==> src/sv/byte_memory_sized_access_unit_assert.svh <==
// ----------------------------------------------------------------------------
// Assertion macros for the byte memory sized access unit
// Shared forms for the concurrent checks of the block.
// ----------------------------------------------------------------------------
`ifndef BYTE_MEMORY_SIZED_ACCESS_UNIT_ASSERT_SVH
`define BYTE_MEMORY_SIZED_ACCESS_UNIT_ASSERT_SVH

// Consequent must hold in the same cycle as the antecedent.
`define BMSA_ASSERT_SAME(label, clk, rst_n, ante, cons, msg) \
	label: assert property (@(posedge clk) disable iff (!rst_n) (ante) |-> (cons)) \
		else $error(msg);

// Consequent must hold in the cycle after the antecedent.
`define BMSA_ASSERT_NEXT(label, clk, rst_n, ante, cons, msg) \
	label: assert property (@(posedge clk) disable iff (!rst_n) (ante) |=> (cons)) \
		else $error(msg);

`endif

==> src/sv/bmsa_bank.sv <==
// ----------------------------------------------------------------------------
// bmsa_bank
// One byte-wide synchronous single-port bank with registered read data.
// ----------------------------------------------------------------------------
module bmsa_bank #(
	parameter int DEPTH = 256,
	parameter int ROW_W = 8
) (
	input  logic             clk,
	input  logic             en,
	input  logic             we,
	input  logic [ROW_W-1:0] row,
	input  logic [7:0]       wdata,
	output logic [7:0]       rdata
);

	logic [7:0] mem [DEPTH];

	always_ff @(posedge clk) begin
		if (en) begin
			if (we) begin
				mem[row] <= wdata;
			end else begin
				rdata <= mem[row];
			end
		end
	end

endmodule

==> config.mk <==
export PLATFORM = sky130hd
export DESIGN_NAME = bmsa_bank
export DESIGN_NICKNAME = d
export VERILOG_FILES = /design/src/sv/byte_memory_sized_access_unit_assert.svh /design/src/sv/bmsa_bank.sv
export SDC_FILE = /design/constraint.sdc
export NUM_CORES = 2
export LEC_CHECK = 0
export BUFFER_PORTS_ARGS = -buffer_cell sky130_fd_sc_hd__buf_2
export CAP_MARGIN = 20
export CORE_UTILIZATION = 55
export CTS_CLUSTER_SIZE = 24
export DETAILED_ROUTE_END_ITERATION = 16
export PLACE_DENSITY_LB_ADDON = 0.12
export SKIP_CTS_REPAIR_TIMING = 1
export SYNTH_ARGS = -nofsm -noshare
export SYNTH_HDL_FRONTEND = slang
export SYNTH_SLANG_ARGS = --single-unit
==> constraint.sdc <==
create_clock -name clk -period 3 [get_ports clk]
set_input_delay 0.45 -clock clk [delete_from_list [all_inputs] [get_ports clk]]
set_output_delay 0.45 -clock clk [all_outputs]
set_load 0.01 [all_outputs]
Word level (Yosys, flattened, before mapping) --
Memory sizes are Yosys's and may differ from the RTL's. A register that Yosys moved wholly into a read port is not among the register bits. Index checks and enable logic that the tools add are counted.
Storage, ports and cells: input port bits 19, word-level logic and storage cells 6, bits in writable memories 2048, memories 1, output and inout bits 8, register bits 0
Memory list:
- mem | words 256, bits a word 8, read ports 1, clocked after memory_dff 1, wr ports 1, line bmsa_bank.sv:17 | logic [7:0] mem [DEPTH];
Operators by class: reductions and logical operators 1, bitwise logic cells 1, multiplexer cells 3
Operators by type and width (count):
- 1-bit 2-to-1 mux | 3
- 2-bit AND reduction | 1
- 1-bit NOT | 1

Longest topological paths before layout --
depth after elaboration 3, mapped depth 9, depth with buffers taken out 5

Least setup slack after synthesis --
OpenSTA, ideal clock, no wires.
path kind in2reg, start in row[0], end mem mem[117][0], enable pin, required time 2.630 ns, setup slack 0.255 ns, stages 8, arrival 2.375 ns, setup time 0.370 ns, buffers on the path 5, cell sequence buf_2 > buf_6 > buf_2 > buf_2 > nor3b_1 > nand2_1 > clkbuf_1 > nor2_1
RTL lines:
- start: declaration | line bmsa_bank.sv:12 | input logic [ROW_W-1:0] row,
- end: declaration | line bmsa_bank.sv:17
Straight into the memory's write port.

==> flow_metrics.tcl <==
set metrics [dict create \
    period_share_pct 100 \
    overflow 0 \
    layout_common_cells "2056 x edfxtp_1, 514 x buf_4, 512 x mux4_2, 258 x nor2_1, 256 x a22oi_1" \
    grt_max_degree 121 \
    ff2ff_path_depth 6 \
    rrSetupSlack_ns 0.06 \
    whs_ns 0.0824 \
    syn-cell-area_mm2 0.0784 \
    nNetsFinal 4125 \
    cp-end-kind "flop" \
    syn_inst 3526 \
    status "finished, violations left" \
    core_area_mm2 0.141 \
    cts_buffer_depth 3 \
    regToRegEndpoint "rdata[4]" \
    dieArea_mm2 0.144 \
    tightestPinTransition_ns 1.10 \
    cts_made_buffers 199 \
    io_buffers 26 \
    peakVddDrop_mv 0.528 \
    path_cells "buf_8 > buf_12 > buf_4 > mux4_2 > a22oi_1 > a21oi_1 > o41ai_1 > buf_4 > nand4_1" \
    grt_antenna_before_repair 8 \
    tritoncts "built" \
    die-height_um 379 \
    finClkSkew_ns 0.0193 \
    wl_um 193000 \
    cts.sinks 2056 \
    crit_required_ns 3.56 \
    maxSlewHeadroom_pct 25.4 \
    synth_area_per_cell_um2 22.2 \
    wl_per_cell_um 31.3 \
    path_common_cell "buf_4" \
    worst-path-stages 9 \
    cts.clk_slew.worst_paths_ns 0.06 \
    synth_top_cell_by_area "edfxtp_1" \
    ant_nets 0 \
    slew_violations 0 \
    cp-start-kind "primary input" \
    cp_top_family "compound AO/OA/AOI/OAI gates" \
    final_util_pct 64.8 \
    period_minus_slack_ns 3.00 \
    drt-initial-drc-count 4780 \
    start_util_pct 55.4 \
    worst-path-buf-inv 4 \
    dp_hpwl_um 121000 \
    cp_max_fo 19 \
    vias 39090 \
    synthesis.nets 3545 \
    drive_above_1_share_pct 33.1 \
    failed_checks "setup timing" \
    drc_errors 0 \
    clk_latency_ns 0.82 \
    arrival_ns 3.56 \
    power.leakage_nw 29.2 \
    globalplace.congestion 0.866 \
    setup_violations 1 \
    grt_pass1_vias 39813 \
    max-cap-violations 0 \
    synth_top_area_share_pct 78.8 \
    synthToLayoutAreaGrowth_pct 17.0 \
    track_usage_pct 27.4 \
    fmax_ghz 0.333 \
    ys_top_cells_by_area "edfxtp_1 79%, mux4_2 15%, a22oi_1 2.5%, nor2_1 1.2%, a21oi_1 0.82%" \
    setup_ws_ns -0.00308 \
    final_common_cell "edfxtp_1" \
    synth-seq-cells 2056 \
    die_w_um 379 \
    root_buffer "clkbuf_16" \
    cts_htree_levels 4 \
    yosysSeqAreaShare_pct 78.8 \
    io_pins 27 \
    hp-class "primary input to flop" \
    startpoint "row[0]" \
    slowest_delay_ns 0.93 \
    firstDrtPassIters 5 \
    slowest_stage "o41ai_1" \
    grt_pass1_wl_um 278000 \
    crit_end "rdata[4]" \
    powerDensity_mw_per_mm2 649 \
    r2r_start "mem[75][4]" \
    path_class "primary input to flop" \
    hold_viol 0 \
    rsz0062_at_grt "false" \
    fp-row-count 138 \
    viasPerCell 6.34 \
    synthDistinctLibCells 21 \
    synth_warnings 0 \
]
==> sequential cells by signal (all words and copies together) (netlist names) <==
| name | count |
|---|---|
| mem | 2048 |
| rdata | 8 |
==> synthesized netlist by cell type, drive strengths merged <==
cell / n
and4: 1
nand2b: 2
mux4: 512
a22oi: 256
nor2b: 7
or2: 1
buf: 82
nor2: 259
clkbuf: 143
nor3b: 2
a21oi: 128
nand2: 30
edfxtp: 2056
nand4: 8
nand3: 4
o41ai: 32
nor3: 1
and2: 2
==> per-layer routing <==
metal / vias up / GRT usage, % / wire (um)
li1: 16162 / - / -
met1: 20738 / 39.5 / 76100
met2: 1894 / 43.3 / 94200
met3: 290 / 5.68 / 17600
met4: 6 / 7.43 / 4860
met5: - / 0 / 41
==> cells by family (layout without fill, tap and decap cells) <==
kind of cell           after synthesis  after routing  synth area share [%]
muxes                              512            512                  14.7
DFF                               2056           2056                  78.8
buffers and inverters              225            971                  1.28
and+or+nand+nor                    317            317                  1.61
other                                0              1                     0
AOI/OAI and AO/OA                  416            416                  3.63
==> final cells by class <==
cell class / count / area, um2
diodes: 1 / 2.50
clock buffers: 237 / 5210
clock inverters: 130 / 1350
fillers: 9190 / 49700
multi-input cells: 1245 / 15700
flip-flops and latches: 2056 / 61700
well taps: 1890 / 2360
repair buffers: 604 / 5360
==> power breakdown <==
group	switching (mW)	leakage (nW)	internal, mW
Clock	10.5	3.20	14.6
Combinational	1.70	7.48	1.11
Sequential	0.0224	18.5	31.6
==> worst min path at each step <==
stage,start,endpoint,slack (ns),cells past startpoint
6_report,wdata[0],mem[81][0],0.08,1
2_1_floorplan,wdata[0],mem[0][0],0.55,0
5_1_grt,wdata[0],mem[81][0],0.06,1
3_5_place_dp,wdata[0],mem[81][0],0.92,1
3_3_place_gp,wdata[0],mem[81][0],0.91,1
4_1_cts,wdata[0],mem[81][0],0.03,1
==> through the flow <==
step	power [mW]	setup WS, ns	cells	setup TNS (ns)	area, um2
2_1_floorplan	33.6	0.255	3526	0	78400
3_3_place_gp	35.0	-0.883	5795	-4.51	85100
3_5_place_dp	35.1	-0.942	5795	-4.74	85100
4_1_cts	59.9	-0.0895	6162	-0.103	91700
5_1_grt	61.1	0.0547	6162	0	91700
6_report	59.5	-0.00308	6163	-0.00308	91700
No activity file was read; power rests on OpenSTA's default activity.
