`src/sv/byte_memory_sized_access_unit_assert.svh`:
```
// ----------------------------------------------------------------------------
// Assertion macros for the byte memory sized access unit
// Shared forms for the concurrent checks of the block.
// ----------------------------------------------------------------------------
`ifndef BYTE_MEMORY_SIZED_ACCESS_UNIT_ASSERT_SVH
`define BYTE_MEMORY_SIZED_ACCESS_UNIT_ASSERT_SVH

// Consequent must hold in the same cycle as the antecedent.
`define BMSA_ASSERT_SAME(label, clk, rst_n, ante, cons, msg) \
	label: assert property (@(posedge clk) disable iff (!rst_n) (ante) |-> (cons)) \
		else $error(msg);

// Consequent must hold in the cycle after the antecedent.
`define BMSA_ASSERT_NEXT(label, clk, rst_n, ante, cons, msg) \
	label: assert property (@(posedge clk) disable iff (!rst_n) (ante) |=> (cons)) \
		else $error(msg);

`endif

```
`src/sv/bmsa_pkg.sv`:
```
// ----------------------------------------------------------------------------
// bmsa_pkg
// Types and codes shared by the byte memory sized access unit.
// ----------------------------------------------------------------------------
package bmsa_pkg;

	localparam int MEM_BYTES_DEF = 1024;
	localparam int MEM_SIZE_W = 11;
	localparam logic [MEM_SIZE_W-1:0] MEM_SIZE_RST = 11'd1024;
	localparam int ADDR_W = 16;
	localparam int DATA_W = 32;
	localparam int LANES = 4;

	localparam logic [1:0] SZ_BYTE = 2'd0;
	localparam logic [1:0] SZ_HALF = 2'd1;
	localparam logic [1:0] SZ_WORD = 2'd2;
	localparam logic [1:0] SZ_BAD = 2'd3;

	localparam logic KIND_READ = 1'b0;
	localparam logic KIND_WRITE = 1'b1;

	typedef struct packed {
		logic has_result;
		logic is_read;
		logic bad;
		logic [LANES-1:0] byte_en;
		logic [LANES-1:0][7:0] byte_data;
	} bmsa_acc_t;

	// Number of bytes an access covers; zero for the undefined code.
	function automatic logic [2:0] size_bytes(input logic [1:0] code);
		logic [2:0] n;
		unique case (code)
			SZ_BYTE: n = 3'd1;
			SZ_HALF: n = 3'd2;
			SZ_WORD: n = 3'd4;
			default: n = 3'd0;
		endcase
		return n;
	endfunction

endpackage

```
`src/sv/bmsa_decode.sv`:
```
// ----------------------------------------------------------------------------
// bmsa_decode
// Range check and lane steering of one request onto the four byte banks.
// ----------------------------------------------------------------------------
module bmsa_decode
	import bmsa_pkg::*;
#(
	parameter int MEM_BYTES = MEM_BYTES_DEF,
	parameter int ROW_W = 8
) (
	input  logic                  kind,
	input  logic [1:0]            access_size,
	input  logic [15:0]           address,
	input  logic [31:0]           write_value,
	input  logic [MEM_SIZE_W-1:0] mem_size,
	output bmsa_acc_t             acc,
	output logic [ROW_W-1:0]      rows [LANES]
);

	localparam logic [16:0] MEM_LIM = 17'(MEM_BYTES);

	logic [16:0] lim;
	logic [16:0] mem_ext;
	logic [16:0] addr_ext;
	logic [2:0] nbytes;
	logic [31:0] wv;
	logic [ROW_W-1:0] base;
	logic [1:0] k;

	always_comb begin
		mem_ext = 17'(mem_size);
		lim = (mem_ext < MEM_LIM) ? mem_ext : MEM_LIM;
		addr_ext = {1'b0, address};
		nbytes = size_bytes(access_size);
		base = address[ROW_W+1:2];

		acc.is_read = (kind == KIND_READ);
		acc.bad = (access_size == SZ_BAD) || ((addr_ext + 17'(nbytes)) > lim);
		acc.has_result = acc.is_read || acc.bad;

		case (access_size)
			SZ_BYTE: wv = {24'd0, (|write_value[31:8]) ? 8'hff : write_value[7:0]};
			SZ_HALF: wv = {16'd0, write_value[15:0]};
			default: wv = write_value;
		endcase

		k = 2'd0;
		for (int b = 0; b < LANES; b++) begin
			// Bank b carries byte k of the access; lanes below the start wrap to the next row.
			k = 2'(b) - address[1:0];
			acc.byte_en[b] = (kind == KIND_WRITE) && ({1'b0, k} < nbytes)
				&& ((addr_ext + 17'(k)) < lim);
			acc.byte_data[b] = wv[8*k +: 8];
			rows[b] = base + ROW_W'(2'(b) < address[1:0]);
		end
	end

endmodule

```
`config.mk`:
```
export PLATFORM = sky130hd
export DESIGN_NAME = bmsa_decode
export DESIGN_NICKNAME = d
export VERILOG_FILES = /design/src/sv/byte_memory_sized_access_unit_assert.svh /design/src/sv/bmsa_pkg.sv /design/src/sv/bmsa_decode.sv
export SDC_FILE = /design/constraint.sdc
export NUM_CORES = 1
export LEC_CHECK = 0
export BUFFER_PORTS_ARGS = -buffer_cell sky130_fd_sc_hd__buf_2
export CORE_MARGIN = 5
export CORE_UTILIZATION = 53
export DETAILED_ROUTE_END_ITERATION = 7
export PLACE_DENSITY = 0.9
export SETUP_SLACK_MARGIN = 0.05
export SYNTH_ARGS = -nofsm -noshare
export SYNTH_HDL_FRONTEND = slang
export SYNTH_SLANG_ARGS = --single-unit
```
`constraint.sdc`:
```
create_clock -name vclk -period 4.1
set_input_delay 0.41 -clock vclk [all_inputs]
set_output_delay 0.41 -clock vclk [all_outputs]
set_load 0.02 [all_outputs]
```
* Word-level counts from Yosys, hierarchy flattened
Cells that the tools add are included.
** Storage, ports and cells
- Register bits after elaboration :: 0
- Latch bits :: 0
- RAM bits :: 0
- Bits in read-only memories :: 0
- Input port bits :: 62
- Output and inout port bits :: 71
- Word-level logic and storage cells :: 51
- Memories :: 0
** Cells by class
- Add/subtract/negate cells :: 13
- Multipliers :: 0
- Div/mod/pow operators :: 0
- Magnitude comparators :: 14
- Equal/unequal tests :: 3
- Shift operators :: 4
- Multiplexer cells :: 4
- Bitwise operators :: 1
- Reductions and logical operators :: 12
** Operator list (count)
- $shiftx 32x6->8 :: 4
- $add 16x2->17 :: 4
- $lt 17x11->1 :: 4
- $pmux 32 s2 :: 1
- $add 8x1->8 :: 4
- $reduce_or 24->1 :: 1
- $add 16x3->17 :: 1
- $gt 17x11->1 :: 1
- $lt 2x3->1 :: 4
- $lt 11x11->1 const B :: 1
- $mux 11 :: 1
- $pmux 3 s3 :: 1
- $logic_and 1x1->1 :: 8
- $mux 8 :: 1
- $eq 2x2->1 const B :: 2
- $lt 1x2->1 const A :: 2
- $lt 2x2->1 const A :: 2
- $sub 1x2->2 const A :: 2
- $sub 2x2->2 const A :: 2
- $eq 2x1->1 const B :: 1
- $logic_not 2->1 :: 1
- $logic_or 1x1->1 :: 2
- $not 1->1 :: 1

* Longest topological paths before layout
Gate-level depths: netlist (run 1).
- Depth in word-level cells :: 6
- Gate-level depth with buffers :: 17
- Depth with buffers taken out :: 16

* Least setup slack after synthesis (run 1)
No wires, ideal clock.
- Kind :: input to output
- From :: in address[0]
- To :: out acc[32] (netlist name)
- Arrival time :: 3.506 ns
- Data required time :: 3.690 ns
- Slack :: 0.184 ns
- Cell stages on the path :: 16
- Buffers on the path :: 3
- Path through :: clkbuf_1 -> clkbuf_1 -> inv_1 -> ha_1 -> buf_2 -> xnor2_2 -> nor2_1 -> o21ai_0 -> xnor2_1 -> ha_1 -> o21ai_0 -> nand2b_1 -> a31oi_1 -> nand4b_1 -> a21oi_1 -> nor4_2
** RTL lines
- start, declared :: line bmsa_decode.sv:13 : input logic [15:0] address,
- end, declared :: line bmsa_decode.sv:16 : output bmsa_acc_t acc,

==> results of run 1 <==
[how the worst min path moves through the flow]
stage	end	depth (start not counted)	slack (ps)	start
after floorplan	acc[37]	1	920	kind
after global placement	rows[3]	2	1160	address[5]
after detailed placement	acc[38]	3	1160	kind
after CTS	rows[3]	2	1160	address[5]
after global routing	rows[3]	2	1170	address[5]
final	rows[3]	2	1160	address[5]
[cells by family after synthesis]
family,synth area share [%]
XOR/XNOR,13.2
multiplexers,8.38
buffers and inverters,6.62
adder cells (fa/ha/maj),23.1
AND/OR/NAND/NOR,28.6
AO/OA/AOI/OAI,20.0
[placed cells by master, fill, tap and decap left out, drive strengths merged, types with 9 or more instances in the layout]
cell type / synthesis / final
nand2: 57 / 57
xnor2: 26 / 26
ha: 66 / 66
a211oi: 11 / 11
inv: 12 / 12
nand3: 50 / 50
nand2b: 11 / 11
nand4: 9 / 9
a21oi: 22 / 22
mux2: 20 / 20
buf: 20 / 145
o21ai: 48 / 48
xor2: 27 / 27
nor2: 45 / 45
nor4: 9 / 9
[power by group through the flow]
stage / Clock [mW] / Sequential [mW] / Combinational [mW]
2_1_floorplan: 0 / 0 / 0.385
3_3_place_gp: 0 / 0 / 0.537
3_5_place_dp: 0 / 0 / 0.557
4_1_cts: 0 / 0 / 0.560
5_1_grt: 0 / 0 / 0.621
6_report: 0 / 0 / 0.568
[metrics by stage]
stage | power [mW] | cell area (sq um)
after floorplan | 0.385 | 3570
after global placement | 0.537 | 4220
after detailed placement | 0.557 | 4220
after CTS | 0.560 | 4220
after global routing | 0.621 | 4250
final | 0.568 | 4250
[layout make-up]
class              instances  share of cell area, %
multi-input cells        463                   78.7
repair buffers           145                   17.8
well taps                 80                   2.35
inverters                 13                   1.15
[layer usage]
metal | wire length, microns | vias to the layer above | global-route usage, %
li1 | - | 2082 | -
met1 | 4710 | 2025 | 34.4
met2 | 5850 | 208 | 47.3
met3 | 901 | 26 | 1.56
met4 | 189 | 0 | 4.33
met5 | 0 | - | 0
[timing repair]
action | in CTS | in global routing
resized for setup | 0 | 4
endpoints found under the hold margin | 0 | 0
setup endpoints to repair | 0 | 2
setup buffers | 0 | 2
[critical path: stages]
cell and delay (ps):
buf_2 140, or2_2 310, inv_1 100, ha_1 240
ha_1 200, nor2_1 50, nand2_1 60, nand3b_1 160
buf_4 200, xnor2_1 120, ha_1 320, nand4_1 130
nor2_1 180, a41oi_1 170, nor4b_2 370, nand3_1 120
buf_2 170
==> out/qor_table.md, run 1 <==
| Stage | Metric | Value |
| --- | --- | --- |
| worst setup path | Worst EP required | 3690 ps |
| logic synthesis | Cell area after synthesis | 0.00357 sq mm |
| logic synthesis | Fraction of the yosys area taken by sequential cells | 0% |
| global routing | Global-route wire length before repair | 19000 microns |
| cells and area | Layout cells sized above 1 | 29.0% |
| power and ir drop | Int Pwr | 0.216 mW |
| timing | Worst Hold Margin | 1160 ps |
| cells and area | Number of nets at the end of the flow | 751 |
| worst setup path | Crit Path Category | input pin to primary output |
| status | Result of the run | complete, no violations |
| cells and area | Clock buffer count in the final layout | 0 |
| floorplanning | I/O pin count | 133 |
| cells and area | Count of sequential standard cells | 0 |
| route | Number of vias after detailed routing | 4341 |
| power and ir drop | Power share of the sequential group | 0% |
| timing | Final worst-path setup slack | 257 ps |
| placed design | Pre-CTS worst setup slack | 133 ps |
| timing | Part of the cycle the worst path needs | 93.7% |
| placed design | Routability-driven placement congestion ratio | 0.972 |
| route | Detail-routed net length per standard cell | 16.6 microns |
| placed design | Port-buffer cells | 133 |
| timing | Final hold violation count | 0 |
| placed design | Total half-perimeter wirelength after legalization and detailed placement | 9610 microns |
| timing | Fmax | 0.260 GHz |
| cells and area | Area of the multi-input gates | 0.00335 sq mm |
| timing | Setup repair after global routing missed its margin | false |
| cells and area | Antenna cell count | 0 |
| cells and area | Utilization of the core after routing | 63.7% |
| power and ir drop | Worst supply voltage drop on vdd | 0.108 mV |
| route | Final Routed Wirelength | 11700 microns |
| cells and area | Flip-flop and latch area | 0 sq um |
| placed design | Cell count after placement | 699 |
| worst setup path | Worst setup path startpoint | access_size[0] |
| logic synthesis | Most used standard cells in the synthesized netlist | ha_1, nand2_1, nand3_1, nor2_1, o21ai_0 |
| route | Detailed-routing iteration count for the pre-antenna-repair pass | 7 |
| power and ir drop | Fraction of power consumed by the clock network | 0% |
| power and ir drop | Combinational Power Share | 100.0% |
| logic synthesis | Top cell type's share of synthesized area | 23.1% |
| global routing | Pin count of the biggest net entering global routing | 49 |
| worst setup path | Kind of end point of the critical path | primary output |
| cells and area | Post-Layout Cell Count | 701 |
| global routing | Aggregate global-route resource usage | 26.1% |
| run | Number of max-cap violations | 0 |
| power and ir drop | Leakage power of the design | 2.03 nW |
| worst setup path | Data arrival, critical path | 3430 ps |
| min path | Type of the tightest min-delay check | input pin to primary output |
| floorplanning | Height of the die | 92.1 microns |
| power and ir drop | Fraction of power spent switching nets | 62.0% |
| logic synthesis | Post-Synthesis Mean Instance Area | 6.96 sq um |
| route | Via/cell ratio | 6.19 |
| timing | Worst-margin pin slew | 699 ps |
| logic synthesis | Most frequently used cell type in the post-synthesis netlist | ha_1 |
| worst setup path | Startpoint type of the worst setup path | input pin |
| logic synthesis | Synth unique cells | 59 |
| timing | Final max-slew violation count | 0 |
| global routing | Number of global-route vias before repair | 3995 |
| cells and area | Area added between synthesis and finish | 19.1% |
| route | DRC errors left | 0 |
| route | Final ANT Viol Nets | 0 |
| floorplanning | Site row count | 30 |
| global routing | Antenna violations before repair | 0 |
| logic synthesis | Cells taking the most area after synthesis | ha_1, nand3_1, xor2_1 |
| floorplanning | Die span in x | 92.1 microns |
| timing | Slew margin rel. | 53.1% |
| worst setup path | Setup crit end | acc[38] |
| logic synthesis | Yosys synthesis warning count | 0 |
| floorplanning | Area of the core region | 0.00668 sq mm |
| timing | Final setup viols | 0 |
| route | DRC violation total after the first TritonRoute iteration | 430 |
| global routing | Leftover overflow at the end of global routing | 0 |
| cells and area | Number of fill cells in the layout | 601 |
| power and ir drop | Total net switching power | 0.352 mW |
| worst setup path | Maximum fanout along the worst path | 6 |
| timing | Final worst path period need | 3840 ps |
| logic synthesis | Syn_nets | 641 |
| floorplanning | Die outline area | 0.00848 sq mm |
| power and ir drop | Power density of the placed cells | 133 mW/mm^2 |
| logic synthesis | Library cell occupying the most area in the post-synthesis netlist | ha_1 |
| clocking | Hold buffers post-CTS | 0 |
| timing | Post-route setup TNS | 0 ps |
| floorplanning | Initial Util | 53.4% |
| logic synthesis | Post-Synthesis Cells | 513 |
Note: power is estimated with default switching activity, not from simulation.
==> inputs of run 2 (changes only) <==
Settings changed: PLACE_DENSITY 0.9 to 0.86.
==> out/qor_table.md, run 2 (same netlist as run 1, synthesis figures left out) <==
| Stage | Metric | Value | Change |
| --- | --- | --- | --- |
| floorplanning | Area of the core region | 0.00668 sq mm | unchanged |
| min path | Origin of the worst min-delay path | address[5] |  |
| cells and area | Commonest non-fill, non-tap cells in the layout | buf_2, ha_1, nand2_1, nand3_1, nor2_1 |  |
| route | DRC errors left | 0 | unchanged |
| worst setup path | Kind of end point of the critical path | primary output |  |
| power and ir drop | Fraction of power consumed by the clock network | 0% | unchanged |
| global routing | Number of global-route vias before repair | 3951 | -1.1% |
| route | Detailed-routing iteration count for the pre-antenna-repair pass | 7 | unchanged |
| worst setup path | Startpoint type of the worst setup path | input pin |  |
| run | Number of max-cap violations | 0 | unchanged |
| cells and area | Area of the multi-input gates | 0.00336 sq mm | +0.30% |
| worst setup path | Crit Path Category | input pin to primary output |  |
| timing | Final worst path period need | 3880 ps | +41.5 ps |
| floorplanning | Die span in x | 92.1 microns | unchanged |
| floorplanning | Initial Util | 53.4% | unchanged |
| worst setup path | Worst EP required | 3690 ps | about the same |
| cells and area | Area added between synthesis and finish | 19.3% |  |
| status | Result of the run | complete, no violations |  |
| timing | Final setup viols | 0 | unchanged |
| cells and area | Number of nets at the end of the flow | 750 | -0.13% |
| timing | Fmax | 0.257 GHz | -1.1% |
| power and ir drop | Worst supply voltage drop on vdd | 0.102 mV | -5.2% |
| route | Final ANT Viol Nets | 0 | unchanged |
| global routing | Antenna violations before repair | 1 | +1 |
| placed design | Port-buffer cells | 133 | unchanged |
| placed design | Routability-driven placement congestion ratio | 1.02 | +4.4% |
| worst setup path | Worst setup path startpoint | address[0] |  |
| timing | Setup repair after global routing missed its margin | false |  |
| placed design | Total half-perimeter wirelength after legalization and detailed placement | 9310 microns | -3.0% |
| cells and area | Utilization of the core after routing | 63.7% | +0.075 points |
| floorplanning | Die outline area | 0.00848 sq mm | unchanged |
| timing | Final hold violation count | 0 | unchanged |
| clocking | Hold buffers post-CTS | 0 | unchanged |
| route | Via/cell ratio | 6.10 | -1.6% |
| cells and area | Clock buffer count in the final layout | 0 | unchanged |
| min path | Type of the tightest min-delay check | input pin to primary output |  |
| worst setup path | Data arrival, critical path | 3470 ps | +40 ps |
| route | Final Routed Wirelength | 11500 microns | -1.4% |
| power and ir drop | Combinational Power Share | 100.0% | about the same |
| global routing | Aggregate global-route resource usage | 25.4% | -0.70 points |
| floorplanning | Height of the die | 92.1 microns | unchanged |
| global routing | Pin count of the biggest net entering global routing | 49 | unchanged |
| cells and area | Count of sequential standard cells | 0 | unchanged |
| route | DRC violation total after the first TritonRoute iteration | 298 | -31% |
| power and ir drop | Total net switching power | 0.353 mW | +0.31% |
| placed design | Cell count after placement | 698 | -0.14% |
| cells and area | Most common cell after layout, fill and taps aside | buf_2 |  |
| global routing | Leftover overflow at the end of global routing | 0 | unchanged |
| worst setup path | Maximum fanout along the worst path | 7 | +1 |
| floorplanning | Site row count | 30 | unchanged |
| power and ir drop | Fraction of power spent switching nets | 62.0% | about the same |
| cells and area | Layout cells sized above 1 | 29.2% | +0.21 points |
| route | Number of vias after detailed routing | 4267 | -1.7% |
| cells and area | Number of fill cells in the layout | 595 | -1.0% |
| cells and area | Antenna cell count | 0 | unchanged |
| global routing | Global-route wire length before repair | 18500 microns | -2.2% |
| power and ir drop | Int Pwr | 0.216 mW | about the same |
| power and ir drop | Final total power | 0.569 mW | +0.23% |
| power and ir drop | Leakage power of the design | 2.03 nW | -0.16% |
| cells and area | Flip-flop and latch area | 0 sq um | unchanged |
| power and ir drop | Power density of the placed cells | 134 mW/mm^2 | +0.11% |
| cells and area | Post-Layout Cell Count | 700 | -0.14% |
| floorplanning | I/O pin count | 133 | unchanged |
| power and ir drop | Power share of the sequential group | 0% | unchanged |
| timing | Post-route setup TNS | 0 ps | unchanged |
| timing | Part of the cycle the worst path needs | 94.7% | +1.0 points |
| timing | Slew margin rel. | 55.3% | +2.3 points |
| timing | Worst-margin pin slew | 666 ps | -33.6 ps |
| route | Detail-routed net length per standard cell | 16.4 microns | -1.3% |
| timing | Final max-slew violation count | 0 | unchanged |
run 2: cell types whose count changed in the layout (fill, tap and decap cells not counted):
cell / delta
a211oi_1: -1
a211oi_2: +1
buf_2: -1
buf_4: -1
clkbuf_4: +1
ha_1: -1
ha_2: +1
o21ai_0: -1
o21ai_1: +1
or2_2: -1
or2_4: +1
run 2: final timing paths:
path	to	slack [ps]	depth (start not counted)
worst max-delay path	acc[34]	220	14
worst min-delay path	rows[3]	1180	2
run 2: area by class of cell:
class,count,area share (%)
Multi-Input combinational cell,463,78.9
Timing Repair Buffer,144,17.6
Tap cell,80,2.35
Inverter,13,1.15
run 2: critical path, stage by stage:
cell,delay [ps]
buf_2,190
inv_1,150
ha_1,360
xnor2_2,360
a31oi_4,210
nor2_1,310
xor2_1,120
ha_1,210
a21o_1,160
a211oi_1,240
o21ai_0,160
o2111ai_1,170
and4_1,240
buf_2,170
run 2: per-stage QoR:
step	setup slack [ps]	hold WS (ps)	cell area, sq um
floorplan	184	919	3570
global placement	242	1180	4220
detailed placement	59.1	1180	4220
CTS	136	1180	4230
global route	57.8	1200	4260
finish	215	1180	4260
run 2: per-layer routing:
layer  up-vias  share of wire (%)  track usage (%)
met5         -              0.061                0
met4         2                2.0             5.82
met3        26                6.9             1.89
met2       189                 48             45.3
met1      1979                 43             33.2
li1       2071                  -                -
run 2: timing repair:
item                                    CTS  global route
resized for setup                         0             9
endpoints found under the setup margin    1             2
setup buffers                             2             0
pin swaps                                 0             2
run 2: power groups by stage:
stage                     sequential [mW]  combinational [mW]  clock (mW)
after floorplan                         0               0.385           0
after global placement                  0               0.537           0
after detailed placement                0               0.554           0
after CTS                               0               0.559           0
after global routing                    0               0.624           0
final                                   0               0.569           0
